**src/sv/rqd_pkg.sv**
```systemverilog
// Shared types and constants for the ready queue dispatcher.
// No dependencies.
package rqd_pkg;

	localparam int DEPTH_DEF = 16;
	localparam int ID_W      = 16;
	localparam int PRI_W     = 8;
	localparam int OCC_W     = 5;
	localparam int MODE_W    = 2;

	typedef logic [MODE_W-1:0] mode_t;

	localparam mode_t MODE_FIFO = 2'd0;
	localparam mode_t MODE_PRIO = 2'd1;
	localparam mode_t MODE_MLQ  = 2'd2;

	localparam logic FUNC_ENQ  = 1'b0;
	localparam logic FUNC_DISP = 1'b1;

	typedef struct packed {
		logic [ID_W-1:0]  id;
		logic [PRI_W-1:0] pri;
	} entry_t;

	typedef struct packed {
		logic             granted;
		logic [ID_W-1:0]  chosen_id;
		logic [PRI_W-1:0] chosen_pri;
		logic             qstart;
		logic             ovf;
		logic [OCC_W-1:0] occ;
	} result_t;

	typedef enum logic [1:0] {
		ST_IDLE,
		ST_SCAN,
		ST_SHIFT,
		ST_DONE
	} state_t;

endpackage

```
**src/sv/rqd_ram.sv**
```systemverilog
// Generic simple dual-port RAM, one write and one registered read port.
// No dependencies.
module rqd_ram #(
	parameter int WIDTH = 8,
	parameter int DEPTH = 16,
	localparam int AW = $clog2(DEPTH)
) (
	input  logic             clk,
	input  logic             wr_en,
	input  logic [AW-1:0]    wr_addr,
	input  logic [WIDTH-1:0] wr_data,
	input  logic             rd_en,
	input  logic [AW-1:0]    rd_addr,
	output logic [WIDTH-1:0] rd_data
);

	logic [WIDTH-1:0] mem [DEPTH];

	always_ff @(posedge clk) begin
		if (wr_en) begin
			mem[wr_addr] <= wr_data;
		end
		if (rd_en) begin
			rd_data <= mem[rd_addr];
		end
	end

endmodule

```
**src/sv/rqd_engine.sv**
```systemverilog
// Queue sequencer: enqueue, min-priority scan (head only in FIFO mode) and compaction over the entry RAM.
// Depends on rqd_pkg; drives the ports of one rqd_ram.
module rqd_engine import rqd_pkg::*; #(
	parameter int QUEUE_DEPTH = DEPTH_DEF,
	localparam int IDX_W = $clog2(QUEUE_DEPTH),
	localparam int CNT_W = $clog2(QUEUE_DEPTH + 1)
) (
	input  logic             clk,
	input  logic             arst_n,
	input  logic             req_valid,
	output logic             req_stall,
	input  logic             req_func,
	input  logic [ID_W-1:0]  req_id,
	input  logic [PRI_W-1:0] req_pri,
	input  mode_t            mode,
	output logic             res_valid,
	input  logic             res_take,
	output result_t          res,
	output logic             wr_en,
	output logic [IDX_W-1:0] wr_addr,
	output entry_t           wr_data,
	output logic             rd_en,
	output logic [IDX_W-1:0] rd_addr,
	input  entry_t           rd_data
);

	state_t           state_q, state_nxt;
	logic [CNT_W-1:0] cnt_q;
	logic [CNT_W-1:0] rd_q;
	logic [CNT_W-1:0] lim_q;
	logic             vld_s1;
	logic [IDX_W-1:0] idx_s1;
	logic [IDX_W-1:0] best_idx_q;
	entry_t           best_q;
	result_t          res_q;

	logic accept;
	logic issue;
	logic full;
	logic mode_ok;
	logic disp_work;
	logic drained;

	assign full      = (cnt_q == CNT_W'(QUEUE_DEPTH));
	assign mode_ok   = (mode == MODE_FIFO) || (mode == MODE_PRIO) || (mode == MODE_MLQ);
	assign disp_work = (req_func == FUNC_DISP) && mode_ok && (cnt_q != '0);
	assign issue     = ((state_q == ST_SCAN) || (state_q == ST_SHIFT)) && (rd_q < lim_q);
	assign drained   = !issue && !vld_s1;
	assign accept    = req_valid && !req_stall;

	// next state
	always_comb begin
		state_nxt = state_q;
		case (state_q)
			ST_IDLE: begin
				if (accept) begin
					state_nxt = disp_work ? ST_SCAN : ST_DONE;
				end
			end
			ST_SCAN: begin
				if (drained) begin
					state_nxt = ST_SHIFT;
				end
			end
			ST_SHIFT: begin
				if (drained) begin
					state_nxt = ST_DONE;
				end
			end
			ST_DONE: begin
				if (res_take) begin
					state_nxt = ST_IDLE;
				end
			end
			default: state_nxt = ST_IDLE;
		endcase
	end

	// outputs and RAM port control
	always_comb begin
		req_stall = (state_q != ST_IDLE);
		res_valid = (state_q == ST_DONE);
		res       = res_q;
		rd_en     = issue;
		rd_addr   = rd_q[IDX_W-1:0];
		wr_en     = 1'b0;
		wr_addr   = idx_s1 - IDX_W'(1);
		wr_data   = rd_data;
		case (state_q)
			ST_IDLE: begin
				wr_en      = accept && (req_func == FUNC_ENQ) && !full;
				wr_addr    = cnt_q[IDX_W-1:0];
				wr_data.id  = req_id;
				wr_data.pri = req_pri;
			end
			ST_SHIFT: begin
				// entry at idx_s1 moves down one place
				wr_en = vld_s1;
			end
			default: begin
				wr_en = 1'b0;
			end
		endcase
	end

	always_ff @(posedge clk or negedge arst_n) begin
		if (!arst_n) begin
			state_q <= ST_IDLE;
			cnt_q   <= '0;
			vld_s1  <= 1'b0;
		end else begin
			state_q <= state_nxt;
			vld_s1  <= issue;
			if (state_q == ST_IDLE && accept && req_func == FUNC_ENQ && !full) begin
				cnt_q <= cnt_q + CNT_W'(1);
			end
			if (state_q == ST_SHIFT && drained) begin
				cnt_q <= cnt_q - CNT_W'(1);
			end
		end
	end

	always_ff @(posedge clk) begin
		idx_s1 <= rd_q[IDX_W-1:0];
		if (issue) begin
			rd_q <= rd_q + CNT_W'(1);
		end
		case (state_q)
			ST_IDLE: begin
				rd_q  <= '0;
				lim_q <= (mode == MODE_FIFO) ? CNT_W'(1) : cnt_q;
				res_q.granted    <= 1'b0;
				res_q.chosen_id  <= '0;
				res_q.chosen_pri <= '0;
				res_q.qstart     <= (req_func == FUNC_DISP) && (mode == MODE_MLQ);
				res_q.ovf        <= (req_func == FUNC_ENQ) && full;
				res_q.occ        <= ((req_func == FUNC_ENQ) && !full) ?
					OCC_W'(cnt_q + CNT_W'(1)) : OCC_W'(cnt_q);
			end
			ST_SCAN: begin
				// strict compare keeps the earliest arrival on ties
				if (vld_s1 && (idx_s1 == '0 || rd_data.pri < best_q.pri)) begin
					best_q     <= rd_data;
					best_idx_q <= idx_s1;
				end
				if (drained) begin
					rd_q  <= CNT_W'(best_idx_q) + CNT_W'(1);
					lim_q <= cnt_q;
				end
			end
			ST_SHIFT: begin
				if (drained) begin
					res_q.granted    <= 1'b1;
					res_q.chosen_id  <= best_q.id;
					res_q.chosen_pri <= best_q.pri;
					res_q.qstart     <= (mode == MODE_MLQ);
					res_q.ovf        <= 1'b0;
					res_q.occ        <= OCC_W'(cnt_q - CNT_W'(1));
				end
			end
			default: begin
			end
		endcase
	end

endmodule

```
**src/sv/ready_queue_dispatcher.sv**
```systemverilog
// Ready queue dispatcher over an entry RAM; depends on rqd_pkg, rqd_ram and rqd_engine.
// Enqueue, empty dispatch and mode-3 dispatch go straight to the response; a FIFO grant reads
// only the head, then compacts every entry behind it; a priority grant runs a full scan, then
// compacts the entries behind the chosen one. One word in flight: the next is taken only
// after the response has registered. Reset: async, queue empty, mode FIFO.
module ready_queue_dispatcher import rqd_pkg::*; #(
	parameter int QUEUE_DEPTH = DEPTH_DEF,
	localparam int IDX_W = $clog2(QUEUE_DEPTH)
) (
	input  logic              clk,
	input  logic              arst_n,
	// mode register write channel
	input  logic              cfg_valid,
	output logic              cfg_ready,
	input  logic [MODE_W-1:0] dispatch_mode,
	// request words
	input  logic              req_valid,
	output logic              req_stall,
	input  logic              func,
	input  logic [ID_W-1:0]   thread_id,
	input  logic [PRI_W-1:0]  thread_priority,
	// response words
	output logic              rsp_valid,
	input  logic              rsp_stall,
	output logic              granted,
	output logic [ID_W-1:0]   chosen_id,
	output logic [PRI_W-1:0]  chosen_priority,
	output logic              quantum_start,
	output logic              overflow,
	output logic [OCC_W-1:0]  occupancy
);

	mode_t   mode_q;
	logic    rsp_valid_q;
	result_t out_q;

	logic             res_valid;
	logic             res_take;
	result_t          res;
	logic             wr_en;
	logic [IDX_W-1:0] wr_addr;
	entry_t           wr_data;
	logic             rd_en;
	logic [IDX_W-1:0] rd_addr;
	entry_t           rd_data;

	// mode writes only land between words
	assign cfg_ready = !req_stall;

	always_ff @(posedge clk or negedge arst_n) begin
		if (!arst_n) begin
			mode_q <= MODE_FIFO;
		end else if (cfg_valid && cfg_ready) begin
			mode_q <= dispatch_mode;
		end
	end

	// entry storage: {id, priority}, compacted toward address 0
	rqd_ram #(
		.WIDTH($bits(entry_t)),
		.DEPTH(QUEUE_DEPTH)
	) u_ram (
		.clk    (clk),
		.wr_en  (wr_en),
		.wr_addr(wr_addr),
		.wr_data(wr_data),
		.rd_en  (rd_en),
		.rd_addr(rd_addr),
		.rd_data(rd_data)
	);

	rqd_engine #(
		.QUEUE_DEPTH(QUEUE_DEPTH)
	) u_engine (
		.clk      (clk),
		.arst_n   (arst_n),
		.req_valid(req_valid),
		.req_stall(req_stall),
		.req_func (func),
		.req_id   (thread_id),
		.req_pri  (thread_priority),
		.mode     (mode_q),
		.res_valid(res_valid),
		.res_take (res_take),
		.res      (res),
		.wr_en    (wr_en),
		.wr_addr  (wr_addr),
		.wr_data  (wr_data),
		.rd_en    (rd_en),
		.rd_addr  (rd_addr),
		.rd_data  (rd_data)
	);

	// output register: frees the engine while a response sits stalled
	assign res_take = !rsp_valid_q || !rsp_stall;

	always_ff @(posedge clk or negedge arst_n) begin
		if (!arst_n) begin
			rsp_valid_q <= 1'b0;
		end else if (res_valid && res_take) begin
			rsp_valid_q <= 1'b1;
		end else if (!rsp_stall) begin
			rsp_valid_q <= 1'b0;
		end
	end

	always_ff @(posedge clk) begin
		if (res_valid && res_take) begin
			out_q <= res;
		end
	end

	assign rsp_valid       = rsp_valid_q;
	assign granted         = out_q.granted;
	assign chosen_id       = out_q.chosen_id;
	assign chosen_priority = out_q.chosen_pri;
	assign quantum_start   = out_q.qstart;
	assign overflow        = out_q.ovf;
	assign occupancy       = out_q.occ;

endmodule

```
**config.mk**
```make
export PLATFORM = sky130hd
export DESIGN_NAME = ready_queue_dispatcher
export DESIGN_NICKNAME = d
export VERILOG_FILES = /design/src/sv/rqd_pkg.sv /design/src/sv/rqd_ram.sv /design/src/sv/rqd_engine.sv /design/src/sv/ready_queue_dispatcher.sv
export SDC_FILE = /design/constraint.sdc
export NUM_CORES = 1
export LEC_CHECK = 0
export ABC_CLOCK_PERIOD_IN_PS = 10000
export BUFFER_PORTS_ARGS = -buffer_cell sky130_fd_sc_hd__buf_2
export CAP_MARGIN = 20
export CORE_MARGIN = 2
export CORE_UTILIZATION = 40
export CTS_CLUSTER_SIZE = 14
export DETAILED_ROUTE_END_ITERATION = 10
export PLACE_DENSITY = 0.54
export SKIP_LAST_GASP = 1
export SLEW_MARGIN = 40
export SYNTH_ARGS = -nofsm -noshare
export SYNTH_HDL_FRONTEND = slang
export SYNTH_SLANG_ARGS = --single-unit
```
**constraint.sdc**
```tcl
create_clock -name clk -period 10 [get_ports clk]
set_input_delay 1.5 -clock clk [delete_from_list [all_inputs] [get_ports clk]]
set_output_delay 1.5 -clock clk [all_outputs]
set_load 0.05 [all_outputs]
```
# Word-level counts from Yosys, hierarchy flattened
# Memory sizes are Yosys's and may differ from the RTL's. A register that Yosys moved wholly into a read port is not among the register bits.
# Cells that the tools add are included.
# word_totals
in_bits,32
ff_bits,117
n_memories,1
out_inout_bits,35
ram_bits,384
# classes
n_reduce_logical,40
order_cmp,2
n_mux,24
n_addsub,5
eq_ne,11
n_bitwise,1
# memory_table
name,words,word_bits,rd,rd_clocked_by_memory_dff,write_ports,line_no,rtl
u_ram.mem,16,24,1,1,1,rqd_ram.sv:17,logic [WIDTH-1:0] mem [DEPTH];
# ops
op,count
$pmux 32 s2,1
$mux 5,7
$mux 32,1
$mux 24,1
$pmux 5 s2,2
$logic_and 1x1->1,17
$add 5x1->5 const B,2
$mux 2,5
$ne 2x1->1 const B,5
$lt 8x8->1,1
$pmux 2 s4,1
$reduce_bool 2->1,4
$eq 2x2->1 const B,3
$logic_not 1->1,6
$reduce_and 2->1,3
$add 4x1->5 const B,1
$eq 5x5->1 const B,1
$logic_or 1x1->1,5
$lt 5x5->1,1
$reduce_bool 5->1,1
$sub 5x1->5 const B,1
$eq 2x1->1 const B,2
$logic_not 2->1,2
$logic_not 4->1,1
6 further kinds,9

# Depth between registers and ports, before layout
# Gate-level depths: netlist of run 1.
# depth
depth_word,8
depth_mapped,8
depth_no_buf,8

# Cells and area by module
# From an unflattened synthesis of run 1, not the netlist that was laid out.
# hier_totals
cells_unflattened,996
hier_area_um2,20285.7
# modules_own_cells
module,n_inst,cells_per_inst,area_per_inst_um2
rqd_ram,1,636,15170.8
rqd_engine,1,318,4015.1
ready_queue_dispatcher,1,42,1099.8

# Worst setup path after synthesis of run 1
# OpenSTA, ideal clock, no wires.
# synth_path
path_type,input -> register
from,input rsp_stall
to,register out_q (netlist bit chosen_id[0]) (enable)
setup_slack_ns,5.653
t_required_ns,9.530
arrival_ns,3.877
stages,1
path_cell_list,a21boi_0
# synth_between
elab_chain_len,3
# synth_rtl
element,line_no,rtl
from (decl),ready_queue_dispatcher.sv:24,"input logic rsp_stall,"
$logic_not 1->1,n/a,
$logic_or 1x1->1,ready_queue_dispatcher.sv:95,assign res_take = !rsp_valid_q || !rsp_stall;
$logic_and 1x1->1,ready_queue_dispatcher.sv:108,if (res_valid && res_take) begin
to (signal assigned),ready_queue_dispatcher.sv:109,out_q <= res;
to (decl),ready_queue_dispatcher.sv:35,result_t out_q;
# Every way passes these cells.
# A chain may end at the register's enable or synchronous reset.

# Worst setup path in the final report of run 1
# layout_path
from,register u_engine.state_q[0]
to,output req_stall
# layout_between
elab_chain_len,1
# layout_rtl
element,line_no,rtl
from (decl),rqd_engine.sv:27,"state_t state_q, state_nxt;"
from (signal assigned),rqd_engine.sv:112,state_q <= state_nxt;
$reduce_bool 2->1,rqd_engine.sv:81,req_stall = (state_q != ST_IDLE);
to (decl),ready_queue_dispatcher.sv:18,"output logic req_stall,"
# Every way passes these cells.

==> results of run 1 <==
-- layout by cell type (no fill, tap or decap), types with 11 or more instances in the layout --
master / netlist / routed
edfxtp_1: 505 / 505
mux2i_1: 79 / 79
buf_2: 15 / 66
clkbuf_16: 0 / 55
mux2_2: 52 / 52
o21ai_0: 51 / 50
mux4_2: 48 / 48
nand2_1: 44 / 43
a21oi_1: 33 / 33
and2_1: 26 / 26
a22oi_1: 24 / 24
buf_4: 10 / 24
inv_1: 22 / 22
ha_1: 23 / 22
a221oi_1: 18 / 18
nor2_2: 0 / 16
clkinv_2: 0 / 12
xnor2_1: 11 / 11
dfrtp_1: 11 / 11
-- sequential cells by signal (all words and copies together) (netlist names), 2 cells and up --
signal	cells
u_engine.res	32
u_engine.cnt_q	5
chosen_id	16
u_engine.state_q	2
chosen_priority	8
u_engine.lim_q	5
u_ram.mem	384
u_engine.idx_s1	4
u_engine.best_idx_q	4
u_engine.rd_q	5
occupancy	5
u_engine.best_q	24
u_ram.rd_data	24
mode_q	2
-- through the flow --
stage                     util, %  hold WS [ns]  worst slack (ns)  std cells  power, W
after floorplan                 -         0.365              5.65       1109   0.00515
after global placement       42.7         0.402              6.31       1831   0.00602
after detailed placement     42.8         0.405              6.26       1835   0.00609
after CTS                    46.2         0.418              6.16       1935   0.00810
after global routing         46.2         0.421              6.10       1935   0.00840
final                        46.2         0.417              6.21       1935   0.00800
-- area by class of cell --
cell class | count | area [um2]
clock inverters | 31 | 288
inverters | 24 | 92.6
fillers | 4385 | 27500
flip-flops and latches | 525 | 15600
repair buffers | 96 | 589
well taps | 680 | 851
clock buffers | 69 | 1470
multi-input cells | 510 | 4710
-- cell families (layout without fill, tap and decap cells) --
family	after synthesis	count (layout)	synth area share (%)
AOI/OAI and AO/OA	166	166	5.43
xor gates and xnor gates	15	15	0.637
muxes	179	179	11.9
DFF	525	525	75.8
buffers and inverters	74	220	1.80
adders and majority gates	23	23	1.40
and+or+nand+nor	127	127	3.04
-- power by group through the flow --
stage	clock network (W)	logic (W)	registers, W
6_report	0.00199	0.00252	0.00349
5_1_grt	0.00212	0.00273	0.00354
4_1_cts	0.00205	0.00255	0.00350
3_5_place_dp	0	0.00255	0.00354
3_3_place_gp	0	0.00248	0.00354
2_1_floorplan	0	0.00153	0.00361
-- worst max-delay path by stage --
stage | to | slack (ns) | cells past startpoint
floorplan | chosen_id[0] | 5.65 | 1
global placement | u_ram.mem[15][17] | 6.31 | 7
detailed placement | u_ram.mem[15][18] | 6.26 | 7
CTS | req_stall | 6.16 | 4
global route | req_stall | 6.10 | 4
finish | req_stall | 6.21 | 4
-- metal layers --
metal | share of wire (%) | routed length, um
met5 | 0 | 0
met4 | 2.0 | 946
met3 | 5.5 | 2570
met2 | 45 | 21000
met1 | 47 | 22100
==> flow_metrics.env, run 1 <==
export IMPL_whs_path_depth=0
export IMPL_netlist_top_cells_area="edfxtp_1, mux4_2, mux2i_1, mux2_2, ha_1"
export IMPL_synth_most_common_cell="edfxtp_1"
export IMPL_grt_pass1_vias=10400
export IMPL_synth_edff_count=505
export IMPL_hp_start="u_engine.res[26]"
export IMPL_r2r_cells=6
export IMPL_ant_nets=0
export IMPL_relSlewSlack_pct=46.6
export IMPL_grt_pass1_wl_mm=69.6
export IMPL_grt_util_met1_pct=27.1
export IMPL_p_clk_share_pct=24.9
export IMPL_r2r_end="u_ram.rd_data[10]"
export IMPL_min_period_ns=3.79
export IMPL_slew_viol_final=0
export IMPL_r2r_slack_ns=6.63
export IMPL_met3_usage_pct=2.98
export IMPL_gp_congestion=0.789
export IMPL_fp_dieH_um=231
export IMPL_cts_tree="built"
export IMPL_vias=10300
export IMPL_dieArea_um2=53400
export IMPL_syn_area_um2=20600
export IMPL_leakagePower_nw=7.93
export IMPL_cts_setup_buffers=0
export IMPL_async_flop_share_pct=2.10
export IMPL_syn2layout_area_growth_pct=14.6
export IMPL_drc=0
export IMPL_crit_chain="inv_1, ha_4, inv_2, buf_2"
export IMPL_timing_critical_path_buf_inv=3
export IMPL_h_tree_depth=2
export IMPL_floorplan_core_area_um2=51100
export IMPL_fmax_ghz=0.264
export IMPL_synth_area_leader_cell="edfxtp_1"
export IMPL_tightest_slew_ns=0.795
export IMPL_seqPwrFrac_pct=43.6
export IMPL_endpoint_kind="output port"
export IMPL_grt_overflow=0
export IMPL_place_area_um2=21900
export IMPL_die_x_um=231
export IMPL_yosys_area_top_type_share_pct=73.6
export IMPL_finalWirelength_mm=46.7
export IMPL_met2_usage_pct=26.4
export IMPL_layout_drive_gt1_share_pct=25.3
export IMPL_crit_path_start_kind="flip-flop"
export IMPL_io_buffer_count=66
export IMPL_grt_busiest_layer="met1"
export IMPL_ctsResizeCount=0
export IMPL_nets=1267
export IMPL_min_path_type="flip-flop to flip-flop"
export IMPL_p_comb_share_pct=31.5
export IMPL_cp_startpoint="u_engine.state_q[0]"
export IMPL_first_pass_iters=5
export IMPL_cp_data_required_time_ns=8.50
export IMPL_rsz0062_at_grt="no"
export IMPL_cp_slowest_cell="ha_4"
export IMPL_clk_pin_slew_worst_paths_ns=0.06
export IMPL_syn_inst=1109
export IMPL_syn_area_per_cell_um2=18.6
export IMPL_synth_fp_nets=1164
export IMPL_intPower_w=0.00523
export IMPL_cts_sinks=525
export IMPL_wl_per_cell_um=24.1
export IMPL_placementRows=83
export IMPL_cp_arrival_ns=2.29
export IMPL_numCtsBuffers=55
export IMPL_finalCritPeriodShare_pct=37.9
export IMPL_track_usage_pct=17.8
export IMPL_switching_share_pct=34.7
export IMPL_start_util_pct=40.3
export IMPL_synth_seq_cells=525
export IMPL_crit_path_max_fanout=31
export IMPL_final_hold_viol_count=0
export IMPL_design_area_um2=23600
export IMPL_synth_main_ff_cell="edfxtp_1"
export IMPL_worstHoldEndpoint="chosen_id[11]"
export IMPL_yosysUniqueCellTypes=56
export IMPL_crit_type="flip-flop to output port"
export IMPL_vias_per_cell=5.33
export IMPL_io_pins=67
export IMPL_synth_commonest_cells="edfxtp_1, mux2i_1, mux2_2"
export IMPL_cts_root_buf="clkbuf_16"
export IMPL_setup_viol=0
export IMPL_clock_latency_ns=0.59
export IMPL_yosysSeqAreaShare_pct=75.8
export IMPL_grt_max_degree=53
export IMPL_max_stage_delay_ns=0.54
export IMPL_finClkSkew_ns=0.0148
export IMPL_hpwlAfterDp_mm=28.6
export IMPL_tns_ns=0
export IMPL_crit_family="buffers and inverters"
export IMPL_p_sw_w=0.00277
export IMPL_yosys_warnings=0
export IMPL_holdBufCountCts=0
export IMPL_ir_worst_vdd_mv=0.162
export IMPL_cts_buffer_depth=3
export IMPL_drtIter0Drc=936
export IMPL_diodes=0
export IMPL_status="completed"
export IMPL_cap_viol_max_count=0
export IMPL_power_density_nw_per_um2=339
export IMPL_antenna_found_initial=1
export IMPL_worstReg2RegStart="u_engine.rd_q[0]"
(Power assumes the default switching activity.)
==> inputs of run 2 (changes only) <==
ABC_AREA = 1   (was not set)
ABC_CLOCK_PERIOD_IN_PS = 3630   (was 10000)
clock period = 3.63 ns   (was 10 ns; I/O delays follow)
==> run 2 against run 1 <==
Effect of this change:
- cell area grew 1.3%
- non-clock buffer count grew 12
- critical path depth grew 3
- flip-flop and latch count is the same
- register-to-register slack lost 5.9 ns
- sequential power grew to 2.8 times the previous value
- combinational power grew to 2.9 times the previous value
- via count grew 26%
- clock power grew to 2.7 times the previous value
- critical path type is now flip-flop to flip-flop
==> flow_metrics.env, run 2 <==
export IMPL_status="completed"
export IMPL_tns_ns=0
export IMPL_gp_congestion=0.827
export IMPL_syn_area_per_cell_um2=12.7
export IMPL_hpwlAfterDp_mm=34.0
export IMPL_syn2layout_area_growth_pct=14.6
export IMPL_netlist_top_cells_area="edfxtp_1, nand2_1, o21ai_0, nor2_1, nand3_1"
export IMPL_drc=0
export IMPL_synth_edff_count=505
export IMPL_vias=13000
export IMPL_synth_seq_cells=525
export IMPL_cp_arrival_ns=3.19
export IMPL_power_density_nw_per_um2=935
export IMPL_cts_buffer_depth=3
export IMPL_design_area_um2=23900
export IMPL_track_usage_pct=20.4
export IMPL_nets=1783
export IMPL_final_cell_mix="edfxtp_1, nand2_1, nor2_1"
export IMPL_synth_commonest_cells="edfxtp_1, nand2_1, nor2_1"
export IMPL_ant_nets=0
export IMPL_diodes=0
export IMPL_leakagePower_nw=8.63
export IMPL_final_hold_viol_count=0
export IMPL_yosysUniqueCellTypes=37
export IMPL_syn_area_um2=20900
export IMPL_syn_inst=1649
export IMPL_layout_drive_gt1_share_pct=12.3
export IMPL_ir_worst_vdd_mv=0.492
export IMPL_relSlewSlack_pct=42.1
export IMPL_cap_viol_max_count=0
export IMPL_async_flop_share_pct=2.10
export IMPL_first_pass_iters=6
export IMPL_crit_type="flip-flop to flip-flop"
export IMPL_numCtsBuffers=53
export IMPL_vias_per_cell=5.30
export IMPL_io_buffer_count=66
export IMPL_cp_data_required_time_ns=3.93
export IMPL_grt_pass1_wl_mm=81.4
export IMPL_largest_reg_flops=384
export IMPL_antenna_found_initial=0
export IMPL_synth_main_ff_cell="edfxtp_1"
export IMPL_yosys_area_top_type_share_pct=72.6
export IMPL_min_period_ns=2.88
export IMPL_grt_pass1_vias=12800
export IMPL_place_area_um2=22200
export IMPL_io_pins=67
export IMPL_fmax_ghz=0.347
export IMPL_clock_latency_ns=0.62
export IMPL_synth_area_leader_cell="edfxtp_1"
export IMPL_endpoint_kind="flip-flop"
export IMPL_dieArea_um2=54000
export IMPL_die_x_um=232
export IMPL_crit_path_start_kind="flip-flop"
export IMPL_clk_pin_slew_worst_paths_ns=0.06
export IMPL_placementRows=83
export IMPL_floorplan_core_area_um2=51400
export IMPL_finClkSkew_ns=0.0286
export IMPL_synth_fp_nets=1704
export IMPL_fp_dieH_um=232
export IMPL_cts_root_buf="clkbuf_16"
export IMPL_rsz0062_at_grt="no"
export IMPL_cts_sinks=525
export IMPL_wl_per_cell_um=22.2
export IMPL_grt_max_degree=123
export IMPL_slew_viol_final=0
export IMPL_grt_overflow=0
export IMPL_finalWirelength_mm=54.4
export IMPL_ctsResizeCount=0
export IMPL_tightest_slew_ns=0.867
export IMPL_p_total_w=0.0224
export IMPL_final_common_cell="edfxtp_1"
export IMPL_yosysSeqAreaShare_pct=74.8
export IMPL_finalCritPeriodShare_pct=79.4
export IMPL_min_path_type="input port to flip-flop"
export IMPL_start_util_pct=40.6
export IMPL_crit_path_max_fanout=15
export IMPL_synth_most_common_cell="edfxtp_1"
export IMPL_setup_viol=0
export IMPL_cts_tree="built"
export IMPL_yosys_warnings=0
export IMPL_drtIter0Drc=1195
export IMPL_top_register="u_ram.mem"
export IMPL_h_tree_depth=2
[run 2: changes by cell type in the layout (fill, tap and decap cells not counted), sizes merged, moves of 23 or more]
cell / before / now
a21oi: 33 / 68
a221oi: 24 / 0
a22oi: 24 / 1
and2: 26 / 0
inv: 25 / 78
mux2: 52 / 1
mux2i: 79 / 1
mux4: 48 / 0
nand2: 44 / 397
nand3: 6 / 89
nor2: 24 / 147
o21ai: 56 / 144
o22ai: 5 / 29
[run 2: final timing paths]
kind                                     start  depth (start not counted)  slack, ns                   to
max                        u_engine.state_q[0]                          7       0.75     u_ram.mem[10][5]
min                           dispatch_mode[0]                          2       0.19            mode_q[0]
max reg2reg                u_engine.state_q[0]                          7       0.75     u_ram.mem[10][5]
min reg2reg                    u_engine.res[9]                          0       0.42   chosen_priority[2]
max in group asynchronous               arst_n                          2       3.04    u_engine.cnt_q[0]
min in group asynchronous               arst_n                          2       0.36  u_engine.state_q[0]
[run 2: cell type report]
class | count | area [um2]
clock inverter | 27 | 297
clock buffer | 69 | 1400
tap | 680 | 851
multi-input combinational | 964 | 4690
sequential | 525 | 15600
inverter | 76 | 290
fill | 4597 | 27500
timing repair buffer | 108 | 776
[run 2: where the power goes]
part	internal, W	switching [W]	total [W]
Clock	0.00313	0.00229	0.00543
Sequential	0.00918	0.000489	0.00967
Combinational	0.00156	0.00572	0.00728
Total	0.0139	0.00850	0.0224
[run 2: timing repair]
action | 4_1_cts | 5_1_grt
hold buffers | 1 | 0
endpoints found under the hold margin | 11 | 0
buffers inserted | 0 | 0
[run 2: layer usage]
layer	vias to the layer above	share of wire (%)	wire length (um)	GRT usage, %
met5	-	0	0	0
li1	6004	-	-	-
met3	83	5.5	2980	2.62
met2	452	47	25800	33.0
met1	6433	44	24000	28.5
met4	0	3.0	1630	7.17
[run 2: logic make-up (layout without fill, tap and decap cells)]
| kind of cell | after synthesis | after routing | share of synthesized area, % |
|---|---|---|---|
| mux | 2 | 2 | 0.102 |
| simple gates | 661 | 661 | 12.9 |
| fa+ha+maj | 23 | 23 | 1.38 |
| xor+xnor | 11 | 11 | 0.462 |
| compound gates | 267 | 267 | 6.89 |
| buf+inv | 160 | 280 | 3.48 |
| flops | 525 | 525 | 74.8 |
[run 2: per-stage QoR]
| step | util [%] | std cells | hold WS [ns] | worst slack (ns) |
|---|---|---|---|---|
| 6_report | 46.5 | 2449 | 0.188 | 0.746 |
| 5_1_grt | 46.5 | 2449 | 0.180 | 0.580 |
| 4_1_cts | 46.5 | 2448 | 0.160 | 0.741 |
| 3_5_place_dp | 43.2 | 2351 | 0.405 | 0.765 |
| 3_3_place_gp | 43.2 | 2350 | 0.401 | 0.814 |
| 2_1_floorplan | - | 1649 | 0.249 | 0.378 |
[run 2: worst max-delay path, cell delays in order (launching register included)]
cell     delay, ns
dfrtp_1       0.40
inv_1         0.10
ha_2          0.23
buf_4         0.20
o21ai_0       0.43
nand3_1       0.44
nor2_4        0.55
buf_12        0.22
==> inputs of run 3 (changes only) <==
ABC_AREA = 0   (was 1)
ABC_CLOCK_PERIOD_IN_PS = 3000   (was 3630)
clock period = 3 ns   (was 3.63 ns; I/O delays follow)
==> run 3 against run 2 <==
Effect of this change:
- sequential share of layout area up 0.42 points
- clock power grew 15%
- non-clock buffer count up 11
==> flow_metrics.env, run 3 (same netlist as run 1, synthesis figures left out) <==
export IMPL_syn2layout_area_growth_pct=15.3
export IMPL_whs_ns=0.100
export IMPL_cts_tree="built"
export IMPL_die_x_um=231
export IMPL_nets=1287
export IMPL_final_util_pct=46.5
export IMPL_cts_root_buf="clkbuf_16"
export IMPL_vias_per_cell=5.29
export IMPL_crit_cells=8
export IMPL_grt_pass1_vias=10400
export IMPL_gp_congestion=0.787
export IMPL_relSlewSlack_pct=48.5
export IMPL_io_buffer_count=66
export IMPL_status="completed"
export IMPL_crit_type="flip-flop to flip-flop"
export IMPL_finalCritPeriodShare_pct=90.1
export IMPL_finalWirelength_mm=45.0
export IMPL_cts_buffer_depth=3
export IMPL_cp_data_required_time_ns=3.28
export IMPL_r2r_slack_ns=0.30
export IMPL_final_common_cell="edfxtp_1"
export IMPL_wl_per_cell_um=23.1
export IMPL_grt_pass1_wl_mm=67.6
export IMPL_rsz0062_at_grt="no"
export IMPL_hp_start="dispatch_mode[0]"
export IMPL_whs_path_depth=2
export IMPL_drc=0
export IMPL_leakagePower_nw=8.01
export IMPL_finClkSkew_ns=0.0110
export IMPL_clk_pin_slew_worst_paths_ns=0.06
export IMPL_drtIter0Drc=938
export IMPL_ir_worst_vdd_mv=0.442
export IMPL_r2r_cells=8
export IMPL_min_path_type="input port to flip-flop"
export IMPL_p_total_w=0.0265
export IMPL_dieArea_um2=53400
export IMPL_r2r_end="u_ram.mem[7][20]"
export IMPL_multi_input_area_um2=4750
export IMPL_cpMostUsedCell="nand2_1"
export IMPL_endpoint_kind="flip-flop"
export IMPL_tightest_slew_ns=0.771
export IMPL_slew_viol_final=0
export IMPL_final_hold_viol_count=0
export IMPL_antenna_found_initial=3
export IMPL_ant_nets=0
export IMPL_crit_path_start_kind="flip-flop"
export IMPL_crit_chain="inv_1, ha_2, and3b_1, nand2_1, a21boi_0, nand2_1, nor2_2, buf_4"
export IMPL_min_period_ns=2.70
export IMPL_timing_critical_path_buf_inv=2
export IMPL_max_stage_delay_ns=0.41
export IMPL_crit_family="simple AND/OR/NAND/NOR gates"
export IMPL_hpwlAfterDp_mm=29.5
export IMPL_h_tree_depth=2
export IMPL_diodes=0
export IMPL_cts_sinks=525
export IMPL_track_usage_pct=17.1
export IMPL_io_pins=67
export IMPL_clock_latency_ns=0.58
export IMPL_grt_max_degree=53
export IMPL_start_util_pct=40.3
export IMPL_largest_reg_flops=384
export IMPL_fp_dieH_um=231
export IMPL_setup_viol=0
export IMPL_vias=10300
export IMPL_post_place_ws_ns=0.312
export IMPL_numCtsBuffers=52
export IMPL_layout_drive_gt1_share_pct=25.6
export IMPL_fillers=4362
export IMPL_worstHoldEndpoint="mode_q[0]"
export IMPL_worstReg2RegStart="u_engine.state_q[1]"
export IMPL_fmax_ghz=0.370
export IMPL_placementRows=83
export IMPL_first_pass_iters=5
export IMPL_top_register="u_ram.mem"
export IMPL_setup_ws_ns=0.296
export IMPL_crit_path_max_fanout=11
export IMPL_cp_arrival_ns=2.99
export IMPL_seq_area_um2=15600
export IMPL_grt_overflow=0
export IMPL_ctsResizeCount=0
export IMPL_tns_ns=0
export IMPL_power_density_nw_per_um2=1110
export IMPL_cap_viol_max_count=0
export IMPL_cp_slowest_cell="dfrtp_1"
export IMPL_final_cell_mix="edfxtp_1, mux2i_1, buf_2"
export IMPL_floorplan_core_area_um2=51100
-- run 3: power breakdown --
part / internal, W / leakage (nW) / total [W] / switching, W
sequential: 0.0109 / 4.81 / 0.0116 / 0.000614
clock: 0.00357 / 0.786 / 0.00624 / 0.00267
combinational: 0.00284 / 2.41 / 0.00868 / 0.00584
total: 0.0174 / 8.01 / 0.0265 / 0.00912
-- run 3: worst max path at each step --
| stage | start | slack [ns] | to |
|---|---|---|---|
| 6_report | u_engine.state_q[1] | 0.30 | u_ram.mem[7][20] |
| 5_1_grt | u_engine.state_q[1] | 0.03 | u_ram.mem[7][16] |
| 4_1_cts | u_engine.state_q[0] | 0.30 | u_ram.mem[7][16] |
| 3_5_place_dp | u_engine.state_q[0] | 0.31 | u_ram.mem[7][13] |
| 3_3_place_gp | u_engine.state_q[0] | 0.35 | u_ram.mem[7][15] |
| 2_1_floorplan | u_engine.state_q[0] | -0.38 | u_ram.mem[7][0] |
-- run 3: per-stage QoR --
step                cell area [um2]  cells
finish                        23800   1951
global route                  23800   1951
floorplan                     20600   1109
global placement              22100   1855
CTS                           23800   1951
detailed placement            22200   1857
-- run 3: worst reg2reg max path, delay by kind of cell (launching register included) --
family                     cells  cell delay [ns]
DFF                            1             0.41
and+or+nand+nor                4             1.05
adders and majority gates      1             0.25
AOI/OAI and AO/OA              1             0.31
buffers and inverters          2             0.40
-- run 3: routing by layer --
layer	GRT usage [%]	up-vias	wire [um]
met4	4.94	2	935
met1	26.3	5323	21900
met3	2.63	66	2220
met2	25.1	255	19900
met5	0	-	13
li1	-	4681	-
-- run 3: what timing repair did --
action / in CTS / in global routing
hold buffers: 1 / 0
endpoints found under the hold margin: 11 / 0
setup endpoints to repair: 0 / 0
buffers inserted: 0 / 0
-- run 3: final cells by class --
class	instances	share of cell area, %
multi-input combinational	510	20.0
inverter	24	0.379
clock inverter	28	1.01
clock buffer	65	5.77
sequential	525	65.7
timing repair buffer	119	3.56
tap	680	3.58
